<file path="config.mk">
export PLATFORM = sky130hd
export DESIGN_NAME = even_key_range_partitioner_flat
export DESIGN_NICKNAME = d
export VERILOG_FILES = /design/src/rtl/core/ekrp_pkg.sv /design/src/rtl/core/ekrp_item_if.sv /design/src/rtl/core/ekrp_result_if.sv /design/src/rtl/core/ekrp_cfg_if.sv /design/src/rtl/core/ekrp_ctrl.sv /design/src/rtl/core/ekrp_dp.sv /design/src/rtl/core/even_key_range_partitioner.sv /design/src/flat_wrapper.sv
export SDC_FILE = /design/constraint.sdc
export NUM_CORES = 1
export LEC_CHECK = 0
export BUFFER_PORTS_ARGS = -buffer_cell sky130_fd_sc_hd__buf_2
export CAP_MARGIN = 5
export CORE_ASPECT_RATIO = 1.1
export CORE_MARGIN = 10
export CORE_UTILIZATION = 45
export CTS_BUF_LIST = sky130_fd_sc_hd__clkbuf_8
export CTS_CLUSTER_DIAMETER = 80
export CTS_CLUSTER_SIZE = 40
export DETAILED_ROUTE_END_ITERATION = 8
export GPL_TIMING_DRIVEN = 0
export HOLD_SLACK_MARGIN = 0.05
export PLACE_DENSITY_LB_ADDON = 0.15
export SETUP_SLACK_MARGIN = 0.5
export SYNTH_ARGS = -nofsm -noshare
export SYNTH_HDL_FRONTEND = slang
export SYNTH_SLANG_ARGS = --single-unit
</file>
<file path="constraint.sdc">
create_clock -name clk -period 8 [get_ports clk]
set_clock_uncertainty 0.2 [all_clocks]
set_input_delay 0.4 -clock clk [delete_from_list [all_inputs] [get_ports clk]]
set_output_delay 0.4 -clock clk [all_outputs]
set_load 0.02 [all_outputs]
</file>
<file path="src/rtl/core/ekrp_pkg.sv">
// Shared constants, codes and controller/datapath handshake types of the key range partitioner.
package ekrp_pkg;

    localparam int KEY_W           = 16;
    localparam int ID_W            = 16;
    localparam int ST_W            = 2;
    localparam int CFG_IDX_W       = 1;
    localparam int MAX_SERVERS_DEF = 16;
    // key range size min..max inclusive needs one bit more than a key
    localparam int RANGE_W         = KEY_W + 1;
    localparam int DIV_CNT_W       = $clog2(RANGE_W + 1);

    localparam logic OP_JOIN  = 1'b0;
    localparam logic OP_LEAVE = 1'b1;

    localparam logic [ST_W-1:0] ST_OK      = 2'd0;
    localparam logic [ST_W-1:0] ST_PRESENT = 2'd1;
    localparam logic [ST_W-1:0] ST_ABSENT  = 2'd2;
    localparam logic [ST_W-1:0] ST_FULL    = 2'd3;

    localparam logic [CFG_IDX_W-1:0] REG_MIN_KEY = 1'd0;
    localparam logic [CFG_IDX_W-1:0] REG_MAX_KEY = 1'd1;

    localparam logic [KEY_W-1:0] MIN_KEY_RST = 16'd0;
    localparam logic [KEY_W-1:0] MAX_KEY_RST = 16'd1000;

    // commands from controller to datapath
    typedef struct packed {
        logic            load_item;
        logic            rd_en;
        logic            rd_next;
        logic            idx_inc;
        logic            wr_shift;
        logic            append;
        logic            cnt_dec;
        logic            div_init;
        logic            div_step;
        logic            emit;
        logic            put_reject;
        logic            put_empty;
        logic [ST_W-1:0] rej_status;
    } cmd_t;

    // status from datapath to controller
    typedef struct packed {
        logic op;
        logic match;
        logic at_end;
        logic shift_end;
        logic full;
        logic empty;
        logic div_done;
        logic out_free;
        logic emit_last;
    } status_t;

endpackage

</file>
<file path="src/rtl/core/ekrp_item_if.sv">
// Request channel: one join or leave request per handshake.
interface ekrp_item_if;
    logic                        valid;
    logic                        ready;
    logic                        opcode;
    logic [ekrp_pkg::ID_W-1:0]   srv_id;

    modport source (output valid, output opcode, output srv_id, input ready);
    modport sink   (input valid, input opcode, input srv_id, output ready);
endinterface

</file>
<file path="src/rtl/core/ekrp_result_if.sv">
// Result channel: one member assignment or status result per handshake.
interface ekrp_result_if;
    logic                        valid;
    logic                        ready;
    logic [ekrp_pkg::ST_W-1:0]   status;
    logic [ekrp_pkg::ID_W-1:0]   member_id;
    logic [ekrp_pkg::KEY_W-1:0]  lower_key;
    logic [ekrp_pkg::KEY_W-1:0]  upper_key;
    logic                        table_empty;
    logic                        last;

    modport source (output valid, output status, output member_id, output lower_key,
                    output upper_key, output table_empty, output last, input ready);
    modport sink   (input valid, input status, input member_id, input lower_key,
                    input upper_key, input table_empty, input last, output ready);
endinterface

</file>
<file path="src/rtl/core/ekrp_cfg_if.sv">
// Configuration write channel: register index and write data.
interface ekrp_cfg_if;
    logic                            valid;
    logic                            ready;
    logic [ekrp_pkg::CFG_IDX_W-1:0]  index;
    logic [ekrp_pkg::KEY_W-1:0]      data;

    modport source (output valid, output index, output data, input ready);
    modport sink   (input valid, input index, input data, output ready);
endinterface

</file>
<file path="src/rtl/core/ekrp_ctrl.sv">
// Controller state machine: search, update, divide and emit sequencing.
module ekrp_ctrl (
    input  logic              clk,
    input  logic              rst_n,
    input  logic              in_valid,
    output logic              in_ready,
    input  ekrp_pkg::status_t sts,
    output ekrp_pkg::cmd_t    cmd
);
    import ekrp_pkg::*;

    localparam logic [3:0] S_IDLE  = 4'd0;
    localparam logic [3:0] S_SRD   = 4'd1;
    localparam logic [3:0] S_SCMP  = 4'd2;
    localparam logic [3:0] S_REJ   = 4'd3;
    localparam logic [3:0] S_SHRD  = 4'd4;
    localparam logic [3:0] S_SHWR  = 4'd5;
    localparam logic [3:0] S_DIVI  = 4'd6;
    localparam logic [3:0] S_DIVS  = 4'd7;
    localparam logic [3:0] S_EMPTY = 4'd8;
    localparam logic [3:0] S_EMRD  = 4'd9;
    localparam logic [3:0] S_EMOUT = 4'd10;

    logic [3:0]      state_reg, state_next;
    logic [ST_W-1:0] rej_reg, rej_next;

    // advance state, hold reject reason
    always_ff @(posedge clk or negedge rst_n)
    begin
        if (!rst_n)
        begin
            state_reg <= S_IDLE;
            rej_reg   <= ST_OK;
        end
        else
        begin
            state_reg <= state_next;
            rej_reg   <= rej_next;
        end
    end

    // next state and commands
    always_comb
    begin
        state_next     = state_reg;
        rej_next       = rej_reg;
        cmd            = '0;
        cmd.rej_status = rej_reg;
        in_ready       = 1'b0;
        unique case (state_reg)
            S_IDLE:
            begin
                in_ready = 1'b1;
                if (in_valid)
                begin
                    cmd.load_item = 1'b1;
                    state_next    = S_SRD;
                end
            end
            S_SRD:
            begin
                if (sts.at_end)
                begin
                    if (sts.op == OP_LEAVE)
                    begin
                        rej_next   = ST_ABSENT;
                        state_next = S_REJ;
                    end
                    else if (sts.full)
                    begin
                        rej_next   = ST_FULL;
                        state_next = S_REJ;
                    end
                    else
                    begin
                        cmd.append = 1'b1;
                        state_next = S_DIVI;
                    end
                end
                else
                begin
                    cmd.rd_en  = 1'b1;
                    state_next = S_SCMP;
                end
            end
            S_SCMP:
            begin
                if (sts.match)
                begin
                    if (sts.op == OP_JOIN)
                    begin
                        rej_next   = ST_PRESENT;
                        state_next = S_REJ;
                    end
                    else
                    begin
                        state_next = S_SHRD;
                    end
                end
                else
                begin
                    cmd.idx_inc = 1'b1;
                    state_next  = S_SRD;
                end
            end
            S_REJ:
            begin
                if (sts.out_free)
                begin
                    cmd.put_reject = 1'b1;
                    state_next     = S_IDLE;
                end
            end
            S_SHRD:
            begin
                if (sts.shift_end)
                begin
                    cmd.cnt_dec = 1'b1;
                    state_next  = S_DIVI;
                end
                else
                begin
                    cmd.rd_en   = 1'b1;
                    cmd.rd_next = 1'b1;
                    state_next  = S_SHWR;
                end
            end
            S_SHWR:
            begin
                cmd.wr_shift = 1'b1;
                cmd.idx_inc  = 1'b1;
                state_next   = S_SHRD;
            end
            S_DIVI:
            begin
                if (sts.empty)
                begin
                    state_next = S_EMPTY;
                end
                else
                begin
                    cmd.div_init = 1'b1;
                    state_next   = S_DIVS;
                end
            end
            S_DIVS:
            begin
                if (sts.div_done)
                begin
                    state_next = S_EMRD;
                end
                else
                begin
                    cmd.div_step = 1'b1;
                end
            end
            S_EMPTY:
            begin
                if (sts.out_free)
                begin
                    cmd.put_empty = 1'b1;
                    state_next    = S_IDLE;
                end
            end
            S_EMRD:
            begin
                cmd.rd_en  = 1'b1;
                state_next = S_EMOUT;
            end
            S_EMOUT:
            begin
                if (sts.out_free)
                begin
                    cmd.emit    = 1'b1;
                    cmd.idx_inc = 1'b1;
                    state_next  = sts.emit_last ? S_IDLE : S_EMRD;
                end
            end
            default:
            begin
                state_next = S_IDLE;
            end
        endcase
    end

endmodule

</file>
<file path="src/rtl/core/ekrp_dp.sv">
// Datapath: member memory, count, config registers, serial divider and result register.
module ekrp_dp #(
    parameter int MAX_SERVERS = ekrp_pkg::MAX_SERVERS_DEF
) (
    input  logic                           clk,
    input  logic                           rst_n,
    input  ekrp_pkg::cmd_t                 cmd,
    output ekrp_pkg::status_t              sts,
    input  logic                           in_opcode,
    input  logic [ekrp_pkg::ID_W-1:0]      in_srv_id,
    input  logic                           cfg_valid,
    output logic                           cfg_ready,
    input  logic [ekrp_pkg::CFG_IDX_W-1:0] cfg_index,
    input  logic [ekrp_pkg::KEY_W-1:0]     cfg_data,
    output logic                           out_valid,
    input  logic                           out_ready,
    output logic [ekrp_pkg::ST_W-1:0]      out_status,
    output logic [ekrp_pkg::ID_W-1:0]      out_member_id,
    output logic [ekrp_pkg::KEY_W-1:0]     out_lower_key,
    output logic [ekrp_pkg::KEY_W-1:0]     out_upper_key,
    output logic                           out_table_empty,
    output logic                           out_last,
    output logic [$clog2(MAX_SERVERS+1)-1:0] count
);
    import ekrp_pkg::*;

    localparam int IW = (MAX_SERVERS > 1) ? $clog2(MAX_SERVERS) : 1;
    localparam int CW = $clog2(MAX_SERVERS + 1);

    logic [ID_W-1:0]      mem [MAX_SERVERS];
    logic [ID_W-1:0]      rdata_reg;
    logic [IW-1:0]        raddr;

    logic                 op_reg;
    logic [ID_W-1:0]      id_reg;
    logic [CW-1:0]        idx_reg;
    logic [CW-1:0]        count_reg;
    logic [KEY_W-1:0]     min_key_reg;
    logic [KEY_W-1:0]     max_key_reg;

    logic [RANGE_W-1:0]   quo_reg;
    logic [CW-1:0]        rem_reg;
    logic [DIV_CNT_W-1:0] dcnt_reg;
    logic [KEY_W-1:0]     lower_reg;

    logic                 out_valid_reg;
    logic [ST_W-1:0]      status_reg;
    logic [ID_W-1:0]      member_id_reg;
    logic [KEY_W-1:0]     lower_key_reg;
    logic [KEY_W-1:0]     upper_key_reg;
    logic                 empty_reg;
    logic                 last_reg;

    logic [CW:0]          idx_p1;
    logic [KEY_W-1:0]     hi_key;
    logic [RANGE_W-1:0]   range_c;
    logic [CW:0]          trial;
    logic                 trial_ge;
    logic [KEY_W-1:0]     upper_c;

    assign idx_p1   = {1'b0, idx_reg} + (CW+1)'(1);
    assign raddr    = cmd.rd_next ? idx_p1[IW-1:0] : idx_reg[IW-1:0];
    assign hi_key   = (max_key_reg < min_key_reg) ? min_key_reg : max_key_reg;
    assign range_c  = {1'b0, hi_key} - {1'b0, min_key_reg} + RANGE_W'(1);
    assign trial    = {rem_reg, quo_reg[RANGE_W-1]};
    assign trial_ge = trial >= {1'b0, count_reg};
    assign upper_c  = lower_reg + quo_reg[KEY_W-1:0] - KEY_W'(1)
                      + {{(KEY_W-1){1'b0}}, rem_reg != '0};

    // status toward the controller
    always_comb
    begin
        sts.op        = op_reg;
        sts.match     = rdata_reg == id_reg;
        sts.at_end    = idx_reg == count_reg;
        sts.shift_end = idx_p1 >= {1'b0, count_reg};
        sts.full      = count_reg == CW'(MAX_SERVERS);
        sts.empty     = count_reg == '0;
        sts.div_done  = dcnt_reg == '0;
        sts.out_free  = !out_valid_reg || out_ready;
        sts.emit_last = idx_p1 == {1'b0, count_reg};
    end

    // member memory: one write port, one registered read port
    always_ff @(posedge clk)
    begin
        if (cmd.append)
        begin
            mem[count_reg[IW-1:0]] <= id_reg;
        end
        else if (cmd.wr_shift)
        begin
            mem[idx_reg[IW-1:0]] <= rdata_reg;
        end
        if (cmd.rd_en)
        begin
            rdata_reg <= mem[raddr];
        end
    end

    // capture request, walk index
    always_ff @(posedge clk)
    begin
        if (cmd.load_item)
        begin
            op_reg <= in_opcode;
            id_reg <= in_srv_id;
        end
        if (cmd.load_item || cmd.div_init)
        begin
            idx_reg <= '0;
        end
        else if (cmd.idx_inc)
        begin
            idx_reg <= idx_p1[CW-1:0];
        end
    end

    // member count and config registers
    always_ff @(posedge clk or negedge rst_n)
    begin
        if (!rst_n)
        begin
            count_reg   <= '0;
            min_key_reg <= MIN_KEY_RST;
            max_key_reg <= MAX_KEY_RST;
        end
        else
        begin
            if (cmd.append)
            begin
                count_reg <= count_reg + CW'(1);
            end
            else if (cmd.cnt_dec)
            begin
                count_reg <= count_reg - CW'(1);
            end
            if (cfg_valid)
            begin
                unique case (cfg_index)
                    REG_MIN_KEY: min_key_reg <= cfg_data;
                    REG_MAX_KEY: max_key_reg <= cfg_data;
                    default:     ;
                endcase
            end
        end
    end

    // restoring divider, one quotient bit per cycle; remainder then counts down extras
    always_ff @(posedge clk or negedge rst_n)
    begin
        if (!rst_n)
        begin
            dcnt_reg <= '0;
        end
        else if (cmd.div_init)
        begin
            dcnt_reg <= DIV_CNT_W'(RANGE_W);
        end
        else if (cmd.div_step)
        begin
            dcnt_reg <= dcnt_reg - DIV_CNT_W'(1);
        end
    end

    always_ff @(posedge clk)
    begin
        if (cmd.div_init)
        begin
            quo_reg   <= range_c;
            rem_reg   <= '0;
            lower_reg <= min_key_reg;
        end
        else if (cmd.div_step)
        begin
            quo_reg <= {quo_reg[RANGE_W-2:0], trial_ge};
            rem_reg <= trial_ge ? CW'(trial - {1'b0, count_reg}) : trial[CW-1:0];
        end
        else if (cmd.emit)
        begin
            lower_reg <= upper_c + KEY_W'(1);
            if (rem_reg != '0)
            begin
                rem_reg <= rem_reg - CW'(1);
            end
        end
    end

    // result valid: set on load, drop when taken
    always_ff @(posedge clk or negedge rst_n)
    begin
        if (!rst_n)
        begin
            out_valid_reg <= 1'b0;
        end
        else if (cmd.emit || cmd.put_reject || cmd.put_empty)
        begin
            out_valid_reg <= 1'b1;
        end
        else if (out_ready)
        begin
            out_valid_reg <= 1'b0;
        end
    end

    // result payload
    always_ff @(posedge clk)
    begin
        if (cmd.emit)
        begin
            status_reg    <= ST_OK;
            member_id_reg <= rdata_reg;
            lower_key_reg <= lower_reg;
            upper_key_reg <= upper_c;
            empty_reg     <= 1'b0;
            last_reg      <= sts.emit_last;
        end
        else if (cmd.put_reject)
        begin
            status_reg    <= cmd.rej_status;
            member_id_reg <= id_reg;
            lower_key_reg <= '0;
            upper_key_reg <= '0;
            empty_reg     <= 1'b0;
            last_reg      <= 1'b1;
        end
        else if (cmd.put_empty)
        begin
            status_reg    <= ST_OK;
            member_id_reg <= '0;
            lower_key_reg <= '0;
            upper_key_reg <= '0;
            empty_reg     <= 1'b1;
            last_reg      <= 1'b1;
        end
    end

    assign cfg_ready       = 1'b1;
    assign out_valid       = out_valid_reg;
    assign out_status      = status_reg;
    assign out_member_id   = member_id_reg;
    assign out_lower_key   = lower_key_reg;
    assign out_upper_key   = upper_key_reg;
    assign out_table_empty = empty_reg;
    assign out_last        = last_reg;
    assign count           = count_reg;

endmodule

</file>
<file path="src/rtl/core/even_key_range_partitioner.sv">
// Even key range partitioner: membership list with even split of a key range.
//
// Channels: item_in takes join/leave requests (opcode, srv_id); result_out
// gives one result per member after an accepted change (member_id and the
// inclusive key bounds), last set on the final one. A rejected request gives
// a single result carrying the reason; an emptied table gives a single result
// with table_empty set. cfg_wr writes min_key (index 0) and max_key (index 1);
// it is always ready; the user must write it only while no request is in
// progress, as the block does not enforce this. One request is handled at a
// time; item_in.ready is high only when idle. A request runs as a search
// through the member memory (one read port, registered data); then, on an
// accepted leave, a shift of the later entries down one place; then the
// serial divider (one quotient bit per cycle); then one result per member.
// A rejection skips the shift and the divider.
// A result waits in the output register while the receiver stalls; the
// controller holds the next result until that register frees up.
// Reset clears the member count and loads min_key 0 and max_key 1000.
module even_key_range_partitioner #(
    parameter int MAX_SERVERS = ekrp_pkg::MAX_SERVERS_DEF
) (
    input  logic          clk,
    input  logic          rst_n,
    ekrp_item_if.sink     item_in,
    ekrp_result_if.source result_out,
    ekrp_cfg_if.sink      cfg_wr
);
    import ekrp_pkg::*;

    localparam int CW = $clog2(MAX_SERVERS + 1);

    cmd_t          cmd;
    status_t       sts;
    logic [CW-1:0] count;

    ekrp_ctrl u_ctrl (
        .clk      (clk),
        .rst_n    (rst_n),
        .in_valid (item_in.valid),
        .in_ready (item_in.ready),
        .sts      (sts),
        .cmd      (cmd)
    );

    ekrp_dp #(
        .MAX_SERVERS (MAX_SERVERS)
    ) u_dp (
        .clk             (clk),
        .rst_n           (rst_n),
        .cmd             (cmd),
        .sts             (sts),
        .in_opcode       (item_in.opcode),
        .in_srv_id       (item_in.srv_id),
        .cfg_valid       (cfg_wr.valid),
        .cfg_ready       (cfg_wr.ready),
        .cfg_index       (cfg_wr.index),
        .cfg_data        (cfg_wr.data),
        .out_valid       (result_out.valid),
        .out_ready       (result_out.ready),
        .out_status      (result_out.status),
        .out_member_id   (result_out.member_id),
        .out_lower_key   (result_out.lower_key),
        .out_upper_key   (result_out.upper_key),
        .out_table_empty (result_out.table_empty),
        .out_last        (result_out.last),
        .count           (count)
    );

`ifndef SYNTH
    // member count stays within the table
    a_count_bound: assert property (@(posedge clk) disable iff (!rst_n)
        count <= CW'(MAX_SERVERS))
        else $error("member count exceeds table size");

    // a request in progress blocks the next one
    a_one_request: assert property (@(posedge clk) disable iff (!rst_n)
        (item_in.valid && item_in.ready) |=> !item_in.ready)
        else $error("request accepted while another is in progress");

    // a rejection is a single final result with table_empty clear
    a_reject_form: assert property (@(posedge clk) disable iff (!rst_n)
        (result_out.valid && result_out.status != ST_OK) |->
        (result_out.last && !result_out.table_empty))
        else $error("malformed rejection result");

    // an empty-table result is final and names no member
    a_empty_form: assert property (@(posedge clk) disable iff (!rst_n)
        (result_out.valid && result_out.table_empty) |->
        (result_out.last && result_out.member_id == '0 && result_out.status == ST_OK))
        else $error("malformed empty-table result");
`endif

endmodule
</file>
<file path="src/flat_wrapper.sv">
// flat-port wrapper written by rule: the top's interface ports become plain ports
module even_key_range_partitioner_flat import ekrp_pkg::*;
#(
    parameter int MAX_SERVERS = ekrp_pkg::MAX_SERVERS_DEF
)
  (clk, rst_n, item_in_valid, item_in_opcode, item_in_srv_id, item_in_ready, result_out_valid, result_out_status, result_out_member_id, result_out_lower_key, result_out_upper_key, result_out_table_empty, result_out_last, result_out_ready, cfg_wr_valid, cfg_wr_index, cfg_wr_data, cfg_wr_ready);
  ekrp_item_if item_in_i ();
  ekrp_result_if result_out_i ();
  ekrp_cfg_if cfg_wr_i ();
  input  logic clk;
  input  logic rst_n;
  input wire logic [$bits(item_in_i.valid)-1:0] item_in_valid;
  input wire logic [$bits(item_in_i.opcode)-1:0] item_in_opcode;
  input wire logic [$bits(item_in_i.srv_id)-1:0] item_in_srv_id;
  output wire logic [$bits(item_in_i.ready)-1:0] item_in_ready;
  output wire logic [$bits(result_out_i.valid)-1:0] result_out_valid;
  output wire logic [$bits(result_out_i.status)-1:0] result_out_status;
  output wire logic [$bits(result_out_i.member_id)-1:0] result_out_member_id;
  output wire logic [$bits(result_out_i.lower_key)-1:0] result_out_lower_key;
  output wire logic [$bits(result_out_i.upper_key)-1:0] result_out_upper_key;
  output wire logic [$bits(result_out_i.table_empty)-1:0] result_out_table_empty;
  output wire logic [$bits(result_out_i.last)-1:0] result_out_last;
  input wire logic [$bits(result_out_i.ready)-1:0] result_out_ready;
  input wire logic [$bits(cfg_wr_i.valid)-1:0] cfg_wr_valid;
  input wire logic [$bits(cfg_wr_i.index)-1:0] cfg_wr_index;
  input wire logic [$bits(cfg_wr_i.data)-1:0] cfg_wr_data;
  output wire logic [$bits(cfg_wr_i.ready)-1:0] cfg_wr_ready;
  assign item_in_i.valid = item_in_valid;
  assign item_in_i.opcode = item_in_opcode;
  assign item_in_i.srv_id = item_in_srv_id;
  assign item_in_ready = item_in_i.ready;
  assign result_out_valid = result_out_i.valid;
  assign result_out_status = result_out_i.status;
  assign result_out_member_id = result_out_i.member_id;
  assign result_out_lower_key = result_out_i.lower_key;
  assign result_out_upper_key = result_out_i.upper_key;
  assign result_out_table_empty = result_out_i.table_empty;
  assign result_out_last = result_out_i.last;
  assign result_out_i.ready = result_out_ready;
  assign cfg_wr_i.valid = cfg_wr_valid;
  assign cfg_wr_i.index = cfg_wr_index;
  assign cfg_wr_i.data = cfg_wr_data;
  assign cfg_wr_ready = cfg_wr_i.ready;
  even_key_range_partitioner #(.MAX_SERVERS(MAX_SERVERS)) u_core (.clk(clk), .rst_n(rst_n), .item_in(item_in_i), .result_out(result_out_i), .cfg_wr(cfg_wr_i));
endmodule
</file>
==> results of run 1 <==
==> kinds of logic (layout without fill, tap and decap cells) <==
logic type,count (synthesis),after routing
flip-flops,433,433
multiplexers,182,182
AO/OA/AOI/OAI,299,299
AND/OR/NAND/NOR,432,432
adder cells (fa/ha/maj),99,99
XOR/XNOR,79,79
buffers and inverters,181,379
other,1,2
==> metrics by stage <==
step / hold WS (ps) / setup WS [ps] / cell area [um^2] / total power [uW] / utilization, %
2_1_floorplan: -95.59 / 3224 / 21480 / 5693 / -
3_3_place_gp: 272.0 / 2363 / 22740 / 6694 / 48.45
3_5_place_dp: 278.7 / 2304 / 23030 / 6769 / 49.07
4_1_cts: 138.4 / 2259 / 24230 / 8166 / 51.62
5_1_grt: 153.9 / 1800 / 24260 / 8622 / 51.69
6_report: 186.0 / 2186 / 24260 / 8113 / 51.69
==> how the worst min path moves through the flow <==
stage / to / slack, ps
after floorplan: u_core.u_ctrl.rej_reg[0]$_DFFE_PN0P_ / -100
after global placement: u_core.u_ctrl.rej_reg[1]$_DFFE_PN0P_ / 270
after detailed placement: u_core.u_ctrl.rej_reg[0]$_DFFE_PN0P_ / 280
after CTS: u_core.u_dp.id_reg[7]$_DFFE_PP_ / 140
after global routing: u_core.u_dp.id_reg[7]$_DFFE_PP_ / 150
final: u_core.u_dp.id_reg[10]$_DFFE_PP_ / 190
==> critical path: stages (launching register included) <==
cell and delay, ps:
dfrtp_1 470, inv_1 120, ha_1 330, a21o_1 180, a21o_1 160, a21oi_1 220
and2_1 160, clkbuf_1 340, a22o_1 390, clkbuf_1 420, a22oi_1 140, nand3_1 130
ha_1 270, fa_1 470, a21o_1 190, a21oi_1 270, o211ai_1 240, nand3_1 120
a41oi_1 150, a21oi_1 210, mux2i_1 210, o311ai_0 150
==> routing by layer <==
layer,vias to the layer above,global-route usage [%]
met5,-,0
met1,6896,22.69
met3,69,2.071
met2,320,33.81
met4,0,5.374
li1,6679,-
==> report_power, final <==
group	internal [uW]	switching [uW]	total, uW	leakage (uW)
clock	485	898	1380	0.000396
combinational	1350	2210	3560	0.00499
sequential	2950	221	3170	0.00408
total	4790	3320	8110	0.00946
==> placed cells by master, fill, tap and decap left out, drive strengths merged, types with 31 or more instances in the layout <==
cell           n
a21oi         43
a22oi         31
buf          132
clkbuf        82
dfrtp         43
dlygate4sd3   39
edfxtp       371
ha            95
inv          115
mux2          65
mux2i        117
nand2        152
nand3         43
nor2         104
o21ai         71
xnor2         54
==> cell type report <==
type,instances,area (um^2)
Fill cell,4103,22680
Sequential cell,433,12630
Multi-Input combinational cell,1092,8113
Timing Repair Buffer,148,1117
Tap cell,637,797.0
Clock inverter,23,446.7
Buffer,78,394.1
Inverter,103,386.6
Clock buffer,27,371.6
Antenna cell,1,2.502
==> results.cfg, run 1 <==
[hold_path]
hold_class = primary input to flip-flop
worstHoldStart = item_in_srv_id[10]
hold_depth = 2

[cts]
hold_buffers = 38
cts_made_buffers = 27
cts_sinks = 433
cts_tree = yes
post-cts-setup-buffer-count = 0
clock-root-buffer = clkbuf_8
clk_path_buf_depth = 3
cts_resized = 0
htree_levels = 1
clk_latency_ps = 710
path_clk_slew_ps = 180

[synth]
synth-xor-area-share_pct = 3.308
ys_seq_elements = 433
ys.flop_type = edfxtp_1
syn_inst = 1706
yosysMostFrequentCell = edfxtp_1
synthMuxAreaShare_pct = 8.858
synth_top_family_by_area = compound AO/OA/AOI/OAI gates
yosysSeqAreaShare_pct = 58.81
yosys.area.top_type_share_pct = 51.86
synth_edf_count = 371
synthAdderAreaFrac_pct = 5.906
netlist_area_um2 = 21480
yosysUniqueCellTypes = 75
ys_top_cells_by_count = 371 x edfxtp_1, 151 x nand2_1, 117 x mux2i_1
avgSynthCellArea_um2 = 12.59
netlist_top_cells_area = edfxtp_1 52%, ha_1 5.5%, mux2i_1 5.5%
synth_compound_area_share_pct = 9.994
async_reset_ff_share_pct = 11.32
synth_fp_nets = 1844
yosys_warnings = 0
synthSimpleGateAreaFrac_pct = 9.470
synth_largest_area_cell = edfxtp_1

[route]
wl_met3_um = 2134
routed-wl-met2_um = 28100
drc = 0
drt-wirelength-per-cell_um = 21.40
first_iter_violations = 1035
dr.pass1.iters = 5
wirelength_um = 54400
m1WireLength_um = 22660
ant_nets = 0
post_drt_via_cell_ratio = 5.493
routed.top_layer = met4
routed-via-count = 13964

[power_and_ir_drop]
leakagePower_uw = 0.009459
vdd_drop_max_mv = 0.2592
p_per_area_nw_per_um2 = 334.4

[sta]
setup_viol_count_final = 0
hold_viol = 0
drv_slew = 0
worst_slew_pin_slew_ps = 1066
finalCritPeriodShare_pct = 72.68
final.setup.tns_ps = 0
max_freq_mhz = 172.0
rsz0062_at_grt = no
slew_headroom_pct = 28.36
period_needed_ps = 5814

[global_route]
grt_pass1_wl_um = 83300
grt_max_degree = 50
grt_overflow = 0
grt_usage_pct = 18.57
antenna_found_initial = 1
grt_pass1_vias = 13969

[worst_setup_path]
ff2ff_path_depth = 21
worstSetupPathType = flip-flop to flip-flop
cp.required_ps = 8210
endpoint_kind = flip-flop
regToRegStartpoint = u_core.u_dp.min_key_reg[13]$_DFFE_PN0P_
cp.arrival_ps = 6020
r2r_slack_ps = 2190
rr_endpoint = u_core.u_dp.quo_reg[15]$_DFFE_PP_
cp-endpoint = u_core.u_dp.quo_reg[15]$_DFFE_PP_
worst_setup_path_start_kind = flip-flop
crit_path_max_fanout = 10
worstSetupStartpoint = u_core.u_dp.min_key_reg[13]$_DFFE_PN0P_

[floorplan]
start_util_pct = 45.77
die_area_um2 = 56890
core_um2 = 46940
die_h_um = 249.2
ioPinCount = 94
row_count = 83
die_width_um = 228.3

[layout]
final_cells = 2542
nNetsFinal = 2021
largest_reg_flops = 256
drive_above_1_share_pct = 15.28
syn2layout_area_growth_pct = 12.94

[job]
drv_cap = 0

[place]
port_buffers = 92
dp_cells = 2451
hpwl_um = 40450
gp_congestion = 0.8837

[outcome]
outcome = finished clean
Power figures use the tool's default switching activity.
==> inputs of run 2 (changes only) <==
- clock period: 8 -> 4.8 ns (I/O delays scaled with it)
==> results.cfg, run 2 (synthesis results as in run 1) <==
[place]
hpwl_um = 40820
dp_cells = 2449
port_buffers = 92
gp_congestion = 0.8825

[global_route]
grt.busiest_layer = met2
grt_usage_pct = 19.04
antenna_found_initial = 1
grt_pass1_vias = 14485
grt_overflow = 0
use_met3_pct = 1.934
grt_max_degree = 50
grtUsageMet1_pct = 22.77
use_met2_pct = 35.06
grt_pass1_wl_um = 85860

[cts]
clk_path_buf_depth = 3
cts_sinks = 433
clk_latency_ps = 700
cts_made_buffers = 24
htree_levels = 1
clock-root-buffer = clkbuf_8
path_clk_slew_ps = 150
cts_tree = yes

[sta]
max_freq_mhz = 217.2
period_needed_ps = 4605
worst_slew_pin_slew_ps = 1104
slew_headroom_pct = 25.81
hold_viol = 0
rsz0062_at_grt = yes
finalCritPeriodShare_pct = 95.93
drv_slew = 0
setup_viol_count_final = 0
hold_slack_ps = 112.7

[layout]
seq_area_um2 = 12650
fillers = 3978
largest_reg_flops = 256
final_cell_mix = 371 x edfxtp_1, 150 x nand2_1, 116 x mux2i_1
nNetsFinal = 2083
multi_input_area_um2 = 8569
syn2layout_area_growth_pct = 17.27
final_cells = 2601
layout_commonest_cell = edfxtp_1
drive_above_1_share_pct = 21.29

[route]
ant_nets = 0
wirelength_um = 56080
routed-via-count = 14386
first_iter_violations = 919
dr.pass1.iters = 5
post_drt_via_cell_ratio = 5.531
drc = 0
drt-wirelength-per-cell_um = 21.56

[hold_path]
hold_class = primary input to flip-flop

[floorplan]
row_count = 83
die_area_um2 = 56890
die_width_um = 228.3
core_um2 = 46940
ioPinCount = 94
start_util_pct = 45.77
die_h_um = 249.2

[worst_setup_path]
crit_slowest_cell = dfrtp_2
crit_path_max_fanout = 10
worstSetupPathType = flip-flop to flip-flop
slowest_delay_ps = 450
endpoint_kind = flip-flop
cp.arrival_ps = 4830
worst_setup_path_start_kind = flip-flop
cp_cell_sequence = inv_2, ha_4, a21o_1, a21o_1, a21oi_2, o21ai_2, clkbuf_4, a22oi_1, nand3_1, ha_2, ha_4, fa_2, a21o_1, a21oi_2, o211ai_1, buf_4, a31o_2, a21oi_2, xor2_1, o21ai_1
cp.required_ps = 5020

[power_and_ir_drop]
p_per_area_nw_per_um2 = 553.4
vdd_drop_max_mv = 0.3340
leakagePower_uw = 0.009797

[job]
drv_cap = 0

[outcome]
outcome = finished clean
==> run 2: per-layer routing <==
| layer | vias to the layer above | part of all wire [%] |
|---|---|---|
| li1 | 6814 | - |
| met1 | 7147 | 41 |
| met2 | 318 | 52 |
| met3 | 107 | 3.5 |
| met4 | 0 | 3.1 |
| met5 | - | 0 |
==> run 2: worst max-delay path, delay by kind of cell (launching register included) <==
| kind | cells | cell delay, ps |
|---|---|---|
| adder cells (fa/ha/maj) | 4 | 980 |
| buffers and inverters | 3 | 510 |
| flip-flops | 1 | 450 |
| AO/OA/AOI/OAI | 11 | 1890 |
| XOR/XNOR | 1 | 170 |
| AND/OR/NAND/NOR | 1 | 150 |
==> run 2: path summary, 6_finish.rpt <==
kind,start,to,slack [ps],cells after the start
setup / recovery,u_core.u_dp.min_key_reg[13]$_DFFE_PN0P_,u_core.u_dp.quo_reg[11]$_DFFE_PP_,200,20
hold / removal,item_in_srv_id[3],u_core.u_dp.id_reg[3]$_DFFE_PP_,110,2
setup reg to reg,u_core.u_dp.min_key_reg[13]$_DFFE_PN0P_,u_core.u_dp.quo_reg[11]$_DFFE_PP_,200,20
hold reg to reg,u_core.u_ctrl.rej_reg[0]$_DFFE_PN0P_,u_core.u_ctrl.rej_reg[0]$_DFFE_PN0P_,300,2
max in group asynchronous,rst_n,u_core.u_dp.max_key_reg[3]$_DFFE_PN1P_,3450,4
min in group asynchronous,rst_n,u_core.u_dp.min_key_reg[11]$_DFFE_PN0P_,340,3
==> run 2: final cells by class <==
type | instances | area share (%)
sequential | 433 | 50.22
inverter | 103 | 1.535
buffer | 78 | 1.927
clock inverter | 20 | 1.391
multi-input combinational | 1092 | 34.01
antenna | 1 | 0.009932
clock buffer | 24 | 1.311
tap | 637 | 3.163
timing repair buffer | 213 | 6.431
==> run 2: power breakdown <==
group          internal [uW]  switching (uW)
registers               4920             373
logic                   2690            3910
clock network            614            1430
total                   8220            5720
==> run 2: what timing repair did <==
item / in CTS / in global routing
hold endpoints to repair: 95 / 11
pin swaps: 35 / 32
gates resized for setup: 75 / 57
setup buffers: 25 / 16
hold buffers: 64 / 1
setup endpoints to repair: 42 / 159
==> run 2: stage by stage <==
step,cell area [um^2],TNS (ps),setup WS (ps),total power [uW],utilization [%]
finish,25190,0,195.3,13940,53.67
global route,25190,0,37.04,14810,53.67
CTS,24820,0,215.8,13730,52.88
detailed placement,23010,-1172,-368.7,11320,49.02
global placement,22790,-2045,-421.6,11190,48.54
floorplan,21530,0,515.8,9524,-
